[src/rtl/bqf_pkg.sv]
// ----------------------------------------------------------------------------
// bqf_pkg
// Shared constants, types, fixed-point helpers and the per-iteration
// microprogram of the quadratic factor refinement engine.
// ----------------------------------------------------------------------------
package bqf_pkg;

    localparam int WORD_WIDTH = 32;
    localparam int FRAC_BITS  = 16;
    localparam int PCT_W      = 7;
    localparam int PCT_SCALE  = 100;
    localparam int DIV_W      = WORD_WIDTH + PCT_W + FRAC_BITS;
    localparam int RND_W      = 2 * WORD_WIDTH + 1 - FRAC_BITS;
    localparam int MAG_W      = (DIV_W > RND_W) ? DIV_W : RND_W;
    localparam int CFG_IDX_W  = 3;
    localparam int SEL_W      = 5;
    localparam int UC_LEN     = 50;
    localparam int PC_W       = 6;

    typedef logic signed [WORD_WIDTH-1:0] t_word;
    typedef logic [WORD_WIDTH-1:0]        t_uword;

    localparam t_word SMAX = {1'b0, {(WORD_WIDTH-1){1'b1}}};
    localparam t_word SMIN = {1'b1, {(WORD_WIDTH-1){1'b0}}};
    localparam logic [MAG_W-1:0] LIM_POS =
        {{(MAG_W-WORD_WIDTH+1){1'b0}}, {(WORD_WIDTH-1){1'b1}}};
    localparam logic [MAG_W-1:0] LIM_NEG = LIM_POS + MAG_W'(1);
    localparam logic [DIV_W-1:0] WMASK_D =
        {{(DIV_W-WORD_WIDTH){1'b0}}, {WORD_WIDTH{1'b1}}};
    localparam logic [2*WORD_WIDTH:0] RND_HALF =
        (2*WORD_WIDTH+1)'(1) << (FRAC_BITS-1);

    // register indexes
    localparam logic [CFG_IDX_W-1:0] REG_A0    = 3'd0;
    localparam logic [CFG_IDX_W-1:0] REG_A5    = 3'd5;
    localparam logic [CFG_IDX_W-1:0] REG_ITERS = 3'd6;
    localparam logic [7:0]           ITERS_RST = 8'd10;

    // operand / destination codes
    localparam logic [SEL_W-1:0] SEL_ZERO = 5'd0;
    localparam logic [SEL_W-1:0] SEL_R    = 5'd1;
    localparam logic [SEL_W-1:0] SEL_S    = 5'd2;
    localparam logic [SEL_W-1:0] SEL_B0   = 5'd3;
    localparam logic [SEL_W-1:0] SEL_B1   = 5'd4;
    localparam logic [SEL_W-1:0] SEL_B2   = 5'd5;
    localparam logic [SEL_W-1:0] SEL_B3   = 5'd6;
    localparam logic [SEL_W-1:0] SEL_B4   = 5'd7;
    localparam logic [SEL_W-1:0] SEL_B5   = 5'd8;
    localparam logic [SEL_W-1:0] SEL_C1   = 5'd9;
    localparam logic [SEL_W-1:0] SEL_C2   = 5'd10;
    localparam logic [SEL_W-1:0] SEL_C3   = 5'd11;
    localparam logic [SEL_W-1:0] SEL_C4   = 5'd12;
    localparam logic [SEL_W-1:0] SEL_C5   = 5'd13;
    localparam logic [SEL_W-1:0] SEL_A0   = 5'd14;
    localparam logic [SEL_W-1:0] SEL_A1   = 5'd15;
    localparam logic [SEL_W-1:0] SEL_A2   = 5'd16;
    localparam logic [SEL_W-1:0] SEL_A3   = 5'd17;
    localparam logic [SEL_W-1:0] SEL_A4   = 5'd18;
    localparam logic [SEL_W-1:0] SEL_A5   = 5'd19;
    localparam logic [SEL_W-1:0] SEL_DET  = 5'd20;
    localparam logic [SEL_W-1:0] SEL_NR   = 5'd21;
    localparam logic [SEL_W-1:0] SEL_NS   = 5'd22;

    // accumulator operations
    localparam logic [2:0] ACC_NOP  = 3'd0;
    localparam logic [2:0] ACC_LD   = 3'd1;
    localparam logic [2:0] ACC_LDP  = 3'd2;
    localparam logic [2:0] ACC_ADDP = 3'd3;
    localparam logic [2:0] ACC_SUBP = 3'd4;

    // divider jobs
    localparam logic [1:0] DK_DR = 2'd0;
    localparam logic [1:0] DK_DS = 2'd1;
    localparam logic [1:0] DK_PR = 2'd2;
    localparam logic [1:0] DK_PS = 2'd3;

    typedef struct packed {
        logic [SEL_W-1:0] mul_a;
        logic [SEL_W-1:0] mul_b;
        logic [SEL_W-1:0] ld_src;
        logic [2:0]       acc_op;
        logic [SEL_W-1:0] dst;
    } t_uop;

    typedef struct packed {
        logic       load_in;
        t_uop       uop;
        logic       div_start;
        logic       div_store;
        logic [1:0] div_kind;
        logic       update;
        logic       set_sing;
    } t_cmd;

    typedef struct packed {
        logic det_zero;
        logic iter_last;
        logic count_zero;
        logic div_done;
    } t_sts;

    function automatic t_word sat_add(t_word a, t_word b);
        logic [WORD_WIDTH:0] sum;
        sum = {a[WORD_WIDTH-1], a} + {b[WORD_WIDTH-1], b};
        if (sum[WORD_WIDTH] != sum[WORD_WIDTH-1]) begin
            return sum[WORD_WIDTH] ? SMIN : SMAX;
        end
        return sum[WORD_WIDTH-1:0];
    endfunction

    function automatic t_word sat_sub(t_word a, t_word b);
        logic [WORD_WIDTH:0] dif;
        dif = {a[WORD_WIDTH-1], a} - {b[WORD_WIDTH-1], b};
        if (dif[WORD_WIDTH] != dif[WORD_WIDTH-1]) begin
            return dif[WORD_WIDTH] ? SMIN : SMAX;
        end
        return dif[WORD_WIDTH-1:0];
    endfunction

    function automatic t_uword mag(t_word a);
        return a[WORD_WIDTH-1] ? t_uword'(-a) : t_uword'(a);
    endfunction

    function automatic t_word sat_mag(logic neg, logic [MAG_W-1:0] m);
        t_uword lo;
        lo = m[WORD_WIDTH-1:0];
        if (neg) begin
            if (m > LIM_NEG) return SMIN;
            return t_word'(-lo);
        end
        if (m > LIM_POS) return SMAX;
        return t_word'(lo);
    endfunction

    // round to nearest, ties away from zero, on the magnitude product
    function automatic t_word fx_round(logic neg, logic [2*WORD_WIDTH-1:0] p);
        logic [2*WORD_WIDTH:0] t;
        t = {1'b0, p} + RND_HALF;
        return sat_mag(neg, MAG_W'(t >> FRAC_BITS));
    endfunction

    function automatic t_uop mk(logic [SEL_W-1:0] a, logic [SEL_W-1:0] b,
                                logic [SEL_W-1:0] ld, logic [2:0] op,
                                logic [SEL_W-1:0] dst);
        t_uop u;
        u.mul_a  = a;
        u.mul_b  = b;
        u.ld_src = ld;
        u.acc_op = op;
        u.dst    = dst;
        return u;
    endfunction

    // one iteration: b terms, c terms, determinant and both numerators
    function automatic t_uop ucode(logic [PC_W-1:0] pc);
        t_uop u;
        u = '0;
        case (pc)
            6'd0:  u = mk(SEL_ZERO, SEL_ZERO, SEL_A5, ACC_LD,   SEL_ZERO);
            6'd1:  u = mk(SEL_ZERO, SEL_ZERO, SEL_ZERO, ACC_NOP, SEL_B5);
            6'd2:  u = mk(SEL_R,    SEL_B5,   SEL_A4, ACC_LD,   SEL_ZERO);
            6'd3:  u = mk(SEL_ZERO, SEL_ZERO, SEL_ZERO, ACC_ADDP, SEL_ZERO);
            6'd4:  u = mk(SEL_ZERO, SEL_ZERO, SEL_ZERO, ACC_NOP, SEL_B4);
            6'd5:  u = mk(SEL_R,    SEL_B4,   SEL_A3, ACC_LD,   SEL_ZERO);
            6'd6:  u = mk(SEL_S,    SEL_B5,   SEL_ZERO, ACC_ADDP, SEL_ZERO);
            6'd7:  u = mk(SEL_ZERO, SEL_ZERO, SEL_ZERO, ACC_ADDP, SEL_ZERO);
            6'd8:  u = mk(SEL_ZERO, SEL_ZERO, SEL_ZERO, ACC_NOP, SEL_B3);
            6'd9:  u = mk(SEL_R,    SEL_B3,   SEL_A2, ACC_LD,   SEL_ZERO);
            6'd10: u = mk(SEL_S,    SEL_B4,   SEL_ZERO, ACC_ADDP, SEL_ZERO);
            6'd11: u = mk(SEL_ZERO, SEL_ZERO, SEL_ZERO, ACC_ADDP, SEL_ZERO);
            6'd12: u = mk(SEL_ZERO, SEL_ZERO, SEL_ZERO, ACC_NOP, SEL_B2);
            6'd13: u = mk(SEL_R,    SEL_B2,   SEL_A1, ACC_LD,   SEL_ZERO);
            6'd14: u = mk(SEL_S,    SEL_B3,   SEL_ZERO, ACC_ADDP, SEL_ZERO);
            6'd15: u = mk(SEL_ZERO, SEL_ZERO, SEL_ZERO, ACC_ADDP, SEL_ZERO);
            6'd16: u = mk(SEL_ZERO, SEL_ZERO, SEL_ZERO, ACC_NOP, SEL_B1);
            6'd17: u = mk(SEL_R,    SEL_B1,   SEL_A0, ACC_LD,   SEL_ZERO);
            6'd18: u = mk(SEL_S,    SEL_B2,   SEL_ZERO, ACC_ADDP, SEL_ZERO);
            6'd19: u = mk(SEL_ZERO, SEL_ZERO, SEL_ZERO, ACC_ADDP, SEL_ZERO);
            6'd20: u = mk(SEL_ZERO, SEL_ZERO, SEL_ZERO, ACC_NOP, SEL_B0);
            6'd21: u = mk(SEL_ZERO, SEL_ZERO, SEL_B5, ACC_LD,   SEL_ZERO);
            6'd22: u = mk(SEL_ZERO, SEL_ZERO, SEL_ZERO, ACC_NOP, SEL_C5);
            6'd23: u = mk(SEL_R,    SEL_C5,   SEL_B4, ACC_LD,   SEL_ZERO);
            6'd24: u = mk(SEL_ZERO, SEL_ZERO, SEL_ZERO, ACC_ADDP, SEL_ZERO);
            6'd25: u = mk(SEL_ZERO, SEL_ZERO, SEL_ZERO, ACC_NOP, SEL_C4);
            6'd26: u = mk(SEL_R,    SEL_C4,   SEL_B3, ACC_LD,   SEL_ZERO);
            6'd27: u = mk(SEL_S,    SEL_C5,   SEL_ZERO, ACC_ADDP, SEL_ZERO);
            6'd28: u = mk(SEL_ZERO, SEL_ZERO, SEL_ZERO, ACC_ADDP, SEL_ZERO);
            6'd29: u = mk(SEL_ZERO, SEL_ZERO, SEL_ZERO, ACC_NOP, SEL_C3);
            6'd30: u = mk(SEL_R,    SEL_C3,   SEL_B2, ACC_LD,   SEL_ZERO);
            6'd31: u = mk(SEL_S,    SEL_C4,   SEL_ZERO, ACC_ADDP, SEL_ZERO);
            6'd32: u = mk(SEL_ZERO, SEL_ZERO, SEL_ZERO, ACC_ADDP, SEL_ZERO);
            6'd33: u = mk(SEL_ZERO, SEL_ZERO, SEL_ZERO, ACC_NOP, SEL_C2);
            6'd34: u = mk(SEL_R,    SEL_C2,   SEL_B1, ACC_LD,   SEL_ZERO);
            6'd35: u = mk(SEL_S,    SEL_C3,   SEL_ZERO, ACC_ADDP, SEL_ZERO);
            6'd36: u = mk(SEL_ZERO, SEL_ZERO, SEL_ZERO, ACC_ADDP, SEL_ZERO);
            6'd37: u = mk(SEL_ZERO, SEL_ZERO, SEL_ZERO, ACC_NOP, SEL_C1);
            6'd38: u = mk(SEL_C2,   SEL_C2,   SEL_ZERO, ACC_NOP, SEL_ZERO);
            6'd39: u = mk(SEL_C3,   SEL_C1,   SEL_ZERO, ACC_LDP, SEL_ZERO);
            6'd40: u = mk(SEL_ZERO, SEL_ZERO, SEL_ZERO, ACC_SUBP, SEL_ZERO);
            6'd41: u = mk(SEL_ZERO, SEL_ZERO, SEL_ZERO, ACC_NOP, SEL_DET);
            6'd42: u = mk(SEL_B0,   SEL_C3,   SEL_ZERO, ACC_NOP, SEL_ZERO);
            6'd43: u = mk(SEL_B1,   SEL_C2,   SEL_ZERO, ACC_LDP, SEL_ZERO);
            6'd44: u = mk(SEL_ZERO, SEL_ZERO, SEL_ZERO, ACC_SUBP, SEL_ZERO);
            6'd45: u = mk(SEL_ZERO, SEL_ZERO, SEL_ZERO, ACC_NOP, SEL_NR);
            6'd46: u = mk(SEL_B1,   SEL_C1,   SEL_ZERO, ACC_NOP, SEL_ZERO);
            6'd47: u = mk(SEL_B0,   SEL_C2,   SEL_ZERO, ACC_LDP, SEL_ZERO);
            6'd48: u = mk(SEL_ZERO, SEL_ZERO, SEL_ZERO, ACC_SUBP, SEL_ZERO);
            6'd49: u = mk(SEL_ZERO, SEL_ZERO, SEL_ZERO, ACC_NOP, SEL_NS);
            default: u = '0;
        endcase
        return u;
    endfunction

endpackage

[src/rtl/bqf_ctrl.sv]
// ----------------------------------------------------------------------------
// bqf_ctrl
// Sequencer: steps the microprogram, runs the divisions, counts iterations
// and strobes the result.
// ----------------------------------------------------------------------------
module bqf_ctrl
    import bqf_pkg::*;
(
    input  logic  i_clk,
    input  logic  i_rst_n,
    input  logic  i_start,
    input  t_sts  i_sts,
    output t_cmd  o_cmd,
    output logic  o_busy,
    output logic  o_done
);

    localparam logic [3:0] ST_IDLE = 4'd0;
    localparam logic [3:0] ST_RUN  = 4'd1;
    localparam logic [3:0] ST_CHK  = 4'd2;
    localparam logic [3:0] ST_DR   = 4'd3;
    localparam logic [3:0] ST_DRW  = 4'd4;
    localparam logic [3:0] ST_DS   = 4'd5;
    localparam logic [3:0] ST_DSW  = 4'd6;
    localparam logic [3:0] ST_UPD  = 4'd7;
    localparam logic [3:0] ST_CNT  = 4'd8;
    localparam logic [3:0] ST_PR   = 4'd9;
    localparam logic [3:0] ST_PRW  = 4'd10;
    localparam logic [3:0] ST_PS   = 4'd11;
    localparam logic [3:0] ST_PSW  = 4'd12;

    logic [3:0]      r_state, n_state;
    logic [PC_W-1:0] r_pc, n_pc;
    logic            r_strobe, n_strobe;

    always_comb begin
        n_state  = r_state;
        n_pc     = r_pc;
        n_strobe = 1'b0;
        o_cmd    = '0;
        case (r_state)
            ST_IDLE: begin
                if (i_start) begin
                    o_cmd.load_in = 1'b1;
                    n_pc          = '0;
                    n_state       = i_sts.count_zero ? ST_PR : ST_RUN;
                end
            end
            ST_RUN: begin
                o_cmd.uop = ucode(r_pc);
                n_pc      = r_pc + PC_W'(1);
                if (r_pc == PC_W'(UC_LEN-1)) n_state = ST_CHK;
            end
            ST_CHK: begin
                if (i_sts.det_zero) begin
                    o_cmd.set_sing = 1'b1;
                    n_state        = ST_PR;
                end else begin
                    n_state = ST_DR;
                end
            end
            ST_DR: begin
                o_cmd.div_kind  = DK_DR;
                o_cmd.div_start = 1'b1;
                n_state         = ST_DRW;
            end
            ST_DRW: begin
                o_cmd.div_kind = DK_DR;
                if (i_sts.div_done) begin
                    o_cmd.div_store = 1'b1;
                    n_state         = ST_DS;
                end
            end
            ST_DS: begin
                o_cmd.div_kind  = DK_DS;
                o_cmd.div_start = 1'b1;
                n_state         = ST_DSW;
            end
            ST_DSW: begin
                o_cmd.div_kind = DK_DS;
                if (i_sts.div_done) begin
                    o_cmd.div_store = 1'b1;
                    n_state         = ST_UPD;
                end
            end
            ST_UPD: begin
                o_cmd.update = 1'b1;
                n_state      = ST_CNT;
            end
            ST_CNT: begin
                n_pc    = '0;
                n_state = i_sts.iter_last ? ST_PR : ST_RUN;
            end
            ST_PR: begin
                o_cmd.div_kind  = DK_PR;
                o_cmd.div_start = 1'b1;
                n_state         = ST_PRW;
            end
            ST_PRW: begin
                o_cmd.div_kind = DK_PR;
                if (i_sts.div_done) begin
                    o_cmd.div_store = 1'b1;
                    n_state         = ST_PS;
                end
            end
            ST_PS: begin
                o_cmd.div_kind  = DK_PS;
                o_cmd.div_start = 1'b1;
                n_state         = ST_PSW;
            end
            ST_PSW: begin
                o_cmd.div_kind = DK_PS;
                if (i_sts.div_done) begin
                    o_cmd.div_store = 1'b1;
                    n_strobe        = 1'b1;
                    n_state         = ST_IDLE;
                end
            end
            default: n_state = ST_IDLE;
        endcase
    end

    always_ff @(posedge i_clk) begin
        if (!i_rst_n) begin
            r_state  <= ST_IDLE;
            r_pc     <= '0;
            r_strobe <= 1'b0;
        end else begin
            r_state  <= n_state;
            r_pc     <= n_pc;
            r_strobe <= n_strobe;
        end
    end

    assign o_busy = (r_state != ST_IDLE);
    assign o_done = r_strobe;

endmodule
[config.mk]
export PLATFORM = sky130hd
export DESIGN_NAME = bqf_ctrl
export DESIGN_NICKNAME = d
export VERILOG_FILES = /design/src/rtl/bqf_pkg.sv /design/src/rtl/bqf_ctrl.sv
export SDC_FILE = /design/constraint.sdc
export NUM_CORES = 1
export LEC_CHECK = 0
export ABC_AREA = 0
export BUFFER_PORTS_ARGS = -buffer_cell sky130_fd_sc_hd__buf_2
export CAP_MARGIN = 10
export CELL_PAD_IN_SITES_DETAIL_PLACEMENT = 1
export CELL_PAD_IN_SITES_GLOBAL_PLACEMENT = 2
export CORE_AREA = 4 4 93 95
export DETAILED_ROUTE_END_ITERATION = 8
export DIE_AREA = 0 0 97 99
export PLACE_DENSITY_LB_ADDON = 0.3
export SYNTH_ARGS = -nofsm -noshare
export SYNTH_HDL_FRONTEND = slang
export SYNTH_SLANG_ARGS = --single-unit
[constraint.sdc]
create_clock -name i_clk -period 3.6 [get_ports i_clk]
set_input_delay 0.72 -clock i_clk [delete_from_list [all_inputs] [get_ports i_clk]]
set_output_delay 0.72 -clock i_clk [all_outputs]
set_load 0.01 [all_outputs]
# [Word level (Yosys, flattened, before mapping)]
# Memories as Yosys holds them, arrays and structs flattened. A register that Yosys moved wholly into a read port is not among the register bits.
# Index checks and enable logic that the tools add are counted.
[op_classes] add_sub_neg=1 n_eq_ne=19 mux=24 n_reduce_logical=11
[op_table] op="$pmux W4 S13" count=1
[op_table] op="$mux W4" count=9
[op_table] op="$mux W23" count=1
[op_table] op="$eq A4 B4 Y1 const B" count=5
[op_table] op="$mux W6" count=3
[op_table] op="$pmux W6 S3" count=1
[op_table] op="$eq A4 B3 Y1 const B" count=4
[op_table] op="$ne A2 B2 Y1 const B" count=6
[op_table] op="$eq A4 B2 Y1 const B" count=2
[op_table] op="$mux W1" count=8
[op_table] op="$reduce_or A4 Y1" count=2
[op_table] op="$add A6 B1 Y6 const B" count=1
[op_table] op="$eq A6 B6 Y1 const B" count=1
[op_table] op="$pmux W2 S3" count=1
[op_table] op="$reduce_and A6 Y1" count=1
[op_table] op="$reduce_or A2 Y1" count=3
[op_table] op="$eq A4 B1 Y1 const B" count=1
[op_table] op="$logic_not A4 Y1" count=1
[op_table] op="$reduce_and A2 Y1" count=2
[op_table] op="$reduce_bool A4 Y1" count=1
[op_table] op="$reduce_bool A3 Y1" count=1
[totals] ff_bits=11 rom_bits=1344 inputBits=7 out_inout_bits=32 word_cells=59 memories=1
[mem_list] memory="(no name shown)" words=64 word_bits=21 rd=1 rd_ports_with_merged_regs=1 wr=0 line="bqf_pkg.sv:158" source="case (pc)"

# [Longest topological paths before layout]
[depth] word_depth=5 depth_mapped=12

# [Worst setup path after synthesis]
# Ideal clock, no wire load.
[synth_timing] path_kind="input to register" from="input i_start" to="register (tool-made name)" setup_ns=0.079 arrival_time_ns=2.800 path_slack_ns=0.721 stages=10 n_path_buf=0 path_cell_list="nor3_2 -> o21ai_0 -> o21a_1 -> nor2_1 -> inv_1 -> ha_1 -> nor3_1 -> o21ai_0 -> a311o_1 -> a22oi_1"
[synth_rtl] element="from (decl)" line="bqf_ctrl.sv:11" source="input logic i_start,"

==> flow_summary.json <==
{
  "synth-seq-cells": 32,
  "slowest_delay_ns": 0.46,
  "ys_seq_area_frac": 0.254,
  "maxCapViolCount": 0,
  "end_kind": "flip-flop",
  "cp.arrival_ns": 3.30,
  "rsz0062_at_grt": "false",
  "drc_errors": 0,
  "fmax_mhz": 326,
  "setup_tns_ns": 0,
  "ctsResizeCount": 0,
  "worstMarginPinSlew_ns": 0.578,
  "cts_tree": "built",
  "synth_top_cell_area_share": 0.254,
  "fin_crit_sh": 0.851,
  "place_congestion": 0.854,
  "drive_gt1_frac": 0.216,
  "pin_count": 39,
  "fin_ws_ns": 0.535,
  "clk_pin_slew_ns": 0.07,
  "total_power_mw": 1.61,
  "holdWs_ns": 0.692,
  "p_int_uw": 917,
  "p_seq_frac": 0.281,
  "dieHeight_um": 99,
  "swShare": 0.430,
  "first_pass_iters": 4,
  "postCtsHoldBufs": 0,
  "synth_edf_count": 0,
  "cts_inserted_buffers": 5,
  "post_synth_num_cell_types": 71,
  "p_leak_nw": 1.20,
  "start_util": 0.326,
  "place_ws_ns": 0.384,
  "dpl_cell_area_um2": 2760,
  "core_area_um2": 7730,
  "row_count": 32,
  "fin_cells": 454,
  "grt_usage": 0.167,
  "syn2layout_area_growth_pct": 14.0,
  "antenna_found_initial": 0,
  "insertion_delay_ns": 0.28,
  "worstSetupStartpointType": "flip-flop",
  "clkPwrFrac": 0.217,
  "hold_violations": 0,
  "routed_wl_um": 7920,
  "grt-ovfl-total": 0,
  "slew-limit-headroom": 0.610,
  "yosysWarnings": 0,
  "crit_fanout": 13,
  "clock-sinks": 32,
  "wl_per_cell_um": 17.4,
  "antenna_cells": 0,
  "fin_util": 0.371,
  "cts-root-buf": "clkbuf_8",
  "synthCells": 325,
  "crit_chain": "a211o_1 > o21ai_0 > o21a_1 > nor2_1 > inv_1 > ha_1 > inv_1 > nor3_1 > o2bb2ai_1 > a21o_1",
  "syn-cell-area_um2": 2520,
  "p_switching_uw": 693,
  "peakVddDrop_mv": 0.299,
  "dp_cells": 446,
  "fp.dieW_um": 97,
  "synth_flop_cell": "dfxtp_1",
  "min_period_ns": 3.07,
  "p_comb_frac": 0.502,
  "hold_path.class": "in -> reg",
  "synthTopCellsByArea": "dfxtp_1, and2_1, ha_1, nand2_1, o21ai_0",
  "path_class": "reg -> reg",
  "setup_violations": 0,
  "grt_max_degree": 27,
  "yosysTopAreaCell": "dfxtp_1",
  "vias_per_cell": 5.58,
  "drtIter0Drc": 119,
  "synthArstFlopShare": 0,
  "grt_pass1_vias": 2481,
  "nFillCells": 961,
  "vias": 2534,
  "io_buffer_count": 36,
  "grt_pass1_wl_um": 13300,
  "slowest_stage": "ha_1",
  "slew_viol_final": 0,
  "fin_area_um2": 2870,
  "crit_top_cell": "inv_1",
  "skew_ns": 0.00572,
  "hpwl_um": 5590,
  "antenna_left": 0,
  "dieArea_um2": 9600,
  "nets": 367,
  "status": "finished clean",
  "post_cts_buffers": 0,
  "avgSynthCellArea_um2": 7.75,
  "ctsLongestPathBuffers": 2,
  "required_ns": 3.83,
  "pwr_density_cell_nw_per_um2": 561,
  "htree_levels": 2
}
==> area by class of cell <==
| type | instances | area [µm²] | area share |
|---|---|---|---|
| flip-flops and latches | 32 | 641 | 0.223 |
| well taps | 102 | 128 | 0.0445 |
| repair buffers | 48 | 270 | 0.0942 |
| inverters | 17 | 67.6 | 0.0235 |
| clock buffers | 6 | 72.6 | 0.0253 |
| clock inverters | 2 | 35.0 | 0.0122 |
| multi-input cells | 247 | 1660 | 0.577 |
==> cells by family (layout without fill, tap and decap cells) <==
| family | count (synthesis) | count (layout) | synth area share |
|---|---|---|---|
| mux | 7 | 7 | 0.0293 |
| compound gates | 103 | 103 | 0.290 |
| fa+ha+maj | 9 | 9 | 0.0447 |
| xor+xnor | 3 | 3 | 0.0104 |
| other cells | 1 | 2 | 0.00149 |
| simple gates | 123 | 123 | 0.277 |
| buf+inv | 47 | 73 | 0.0919 |
| flops | 32 | 32 | 0.254 |
==> placed cells by master (no fill, tap or decap), types with 5 or more instances in the layout <==
cell / synthesis / layout
nand2_1: 27 / 27
ha_1: 9 / 9
nor3_1: 12 / 12
o21ai_0: 18 / 18
buf_4: 4 / 12
a211oi_1: 6 / 6
buf_2: 5 / 36
inv_1: 13 / 13
and2_1: 21 / 21
clkbuf_8: 0 / 5
dfxtp_1: 32 / 32
a22oi_1: 5 / 5
nand3_1: 15 / 15
a21oi_1: 16 / 16
o211ai_1: 5 / 5
nor2_1: 18 / 18
==> power by group through the flow <==
stage / logic, mW / clock network (mW) / registers (mW)
after floorplan: 0.599 / 0 / 0.435
after global placement: 0.804 / 0 / 0.460
after detailed placement: 0.807 / 0 / 0.463
after CTS: 0.812 / 0.360 / 0.454
after global routing: 0.908 / 0.379 / 0.463
final: 0.808 / 0.349 / 0.453
==> metal layers <==
metal / wire length, µm / share of wire / vias up / track usage
li1: - / - / 1250 / -
met5: 0 / 0 / - / 0
met2: 3420 / 0.43 / 70 / 0.247
met4: 42 / 0.0053 / 0 / 0.0302
met3: 465 / 0.059 / 5 / 0.0283
met1: 3980 / 0.50 / 1209 / 0.255
==> synthesized netlist by cell type, drive strengths merged (3+ instances only) <==
| cell | instances |
|---|---|
| o21ai | 23 |
| o21a | 3 |
| clkbuf | 16 |
| nor4 | 6 |
| nor2 | 19 |
| inv | 16 |
| o211a | 3 |
| o211ai | 5 |
| a31oi | 4 |
| dfxtp | 32 |
| nor3 | 16 |
| a21oi | 16 |
| ha | 9 |
| nand2 | 27 |
| mux2i | 4 |
| a211o | 4 |
| o31a | 3 |
| nand3 | 15 |
| buf | 14 |
| or4 | 4 |
| a211oi | 7 |
| nand4 | 3 |
| mux2 | 3 |
| a22oi | 5 |
| o22ai | 3 |
| or3 | 4 |
| and2 | 21 |
| a21o | 4 |
==> worst paths after layout <==
kind / startpoint / endpoint / slack, ns / depth (start not counted)
hold / removal: i_rst_n / r_state[1] / 0.69 / 3
setup / recovery: r_state[0] / flip-flop / 0.53 / 10
hold reg to reg: r_state[0] / r_state[2] / 0.74 / 2
setup reg to reg: r_state[0] / flip-flop / 0.53 / 10
==> worst max-delay path: cells and delay by family (launching register included) <==
family | cells | cell delay, ns
compound gates | 5 | 1.42
fa+ha+maj | 1 | 0.46
flops | 1 | 0.45
simple gates | 2 | 0.39
buf+inv | 2 | 0.29
No activity file was read; power rests on OpenSTA's default activity.
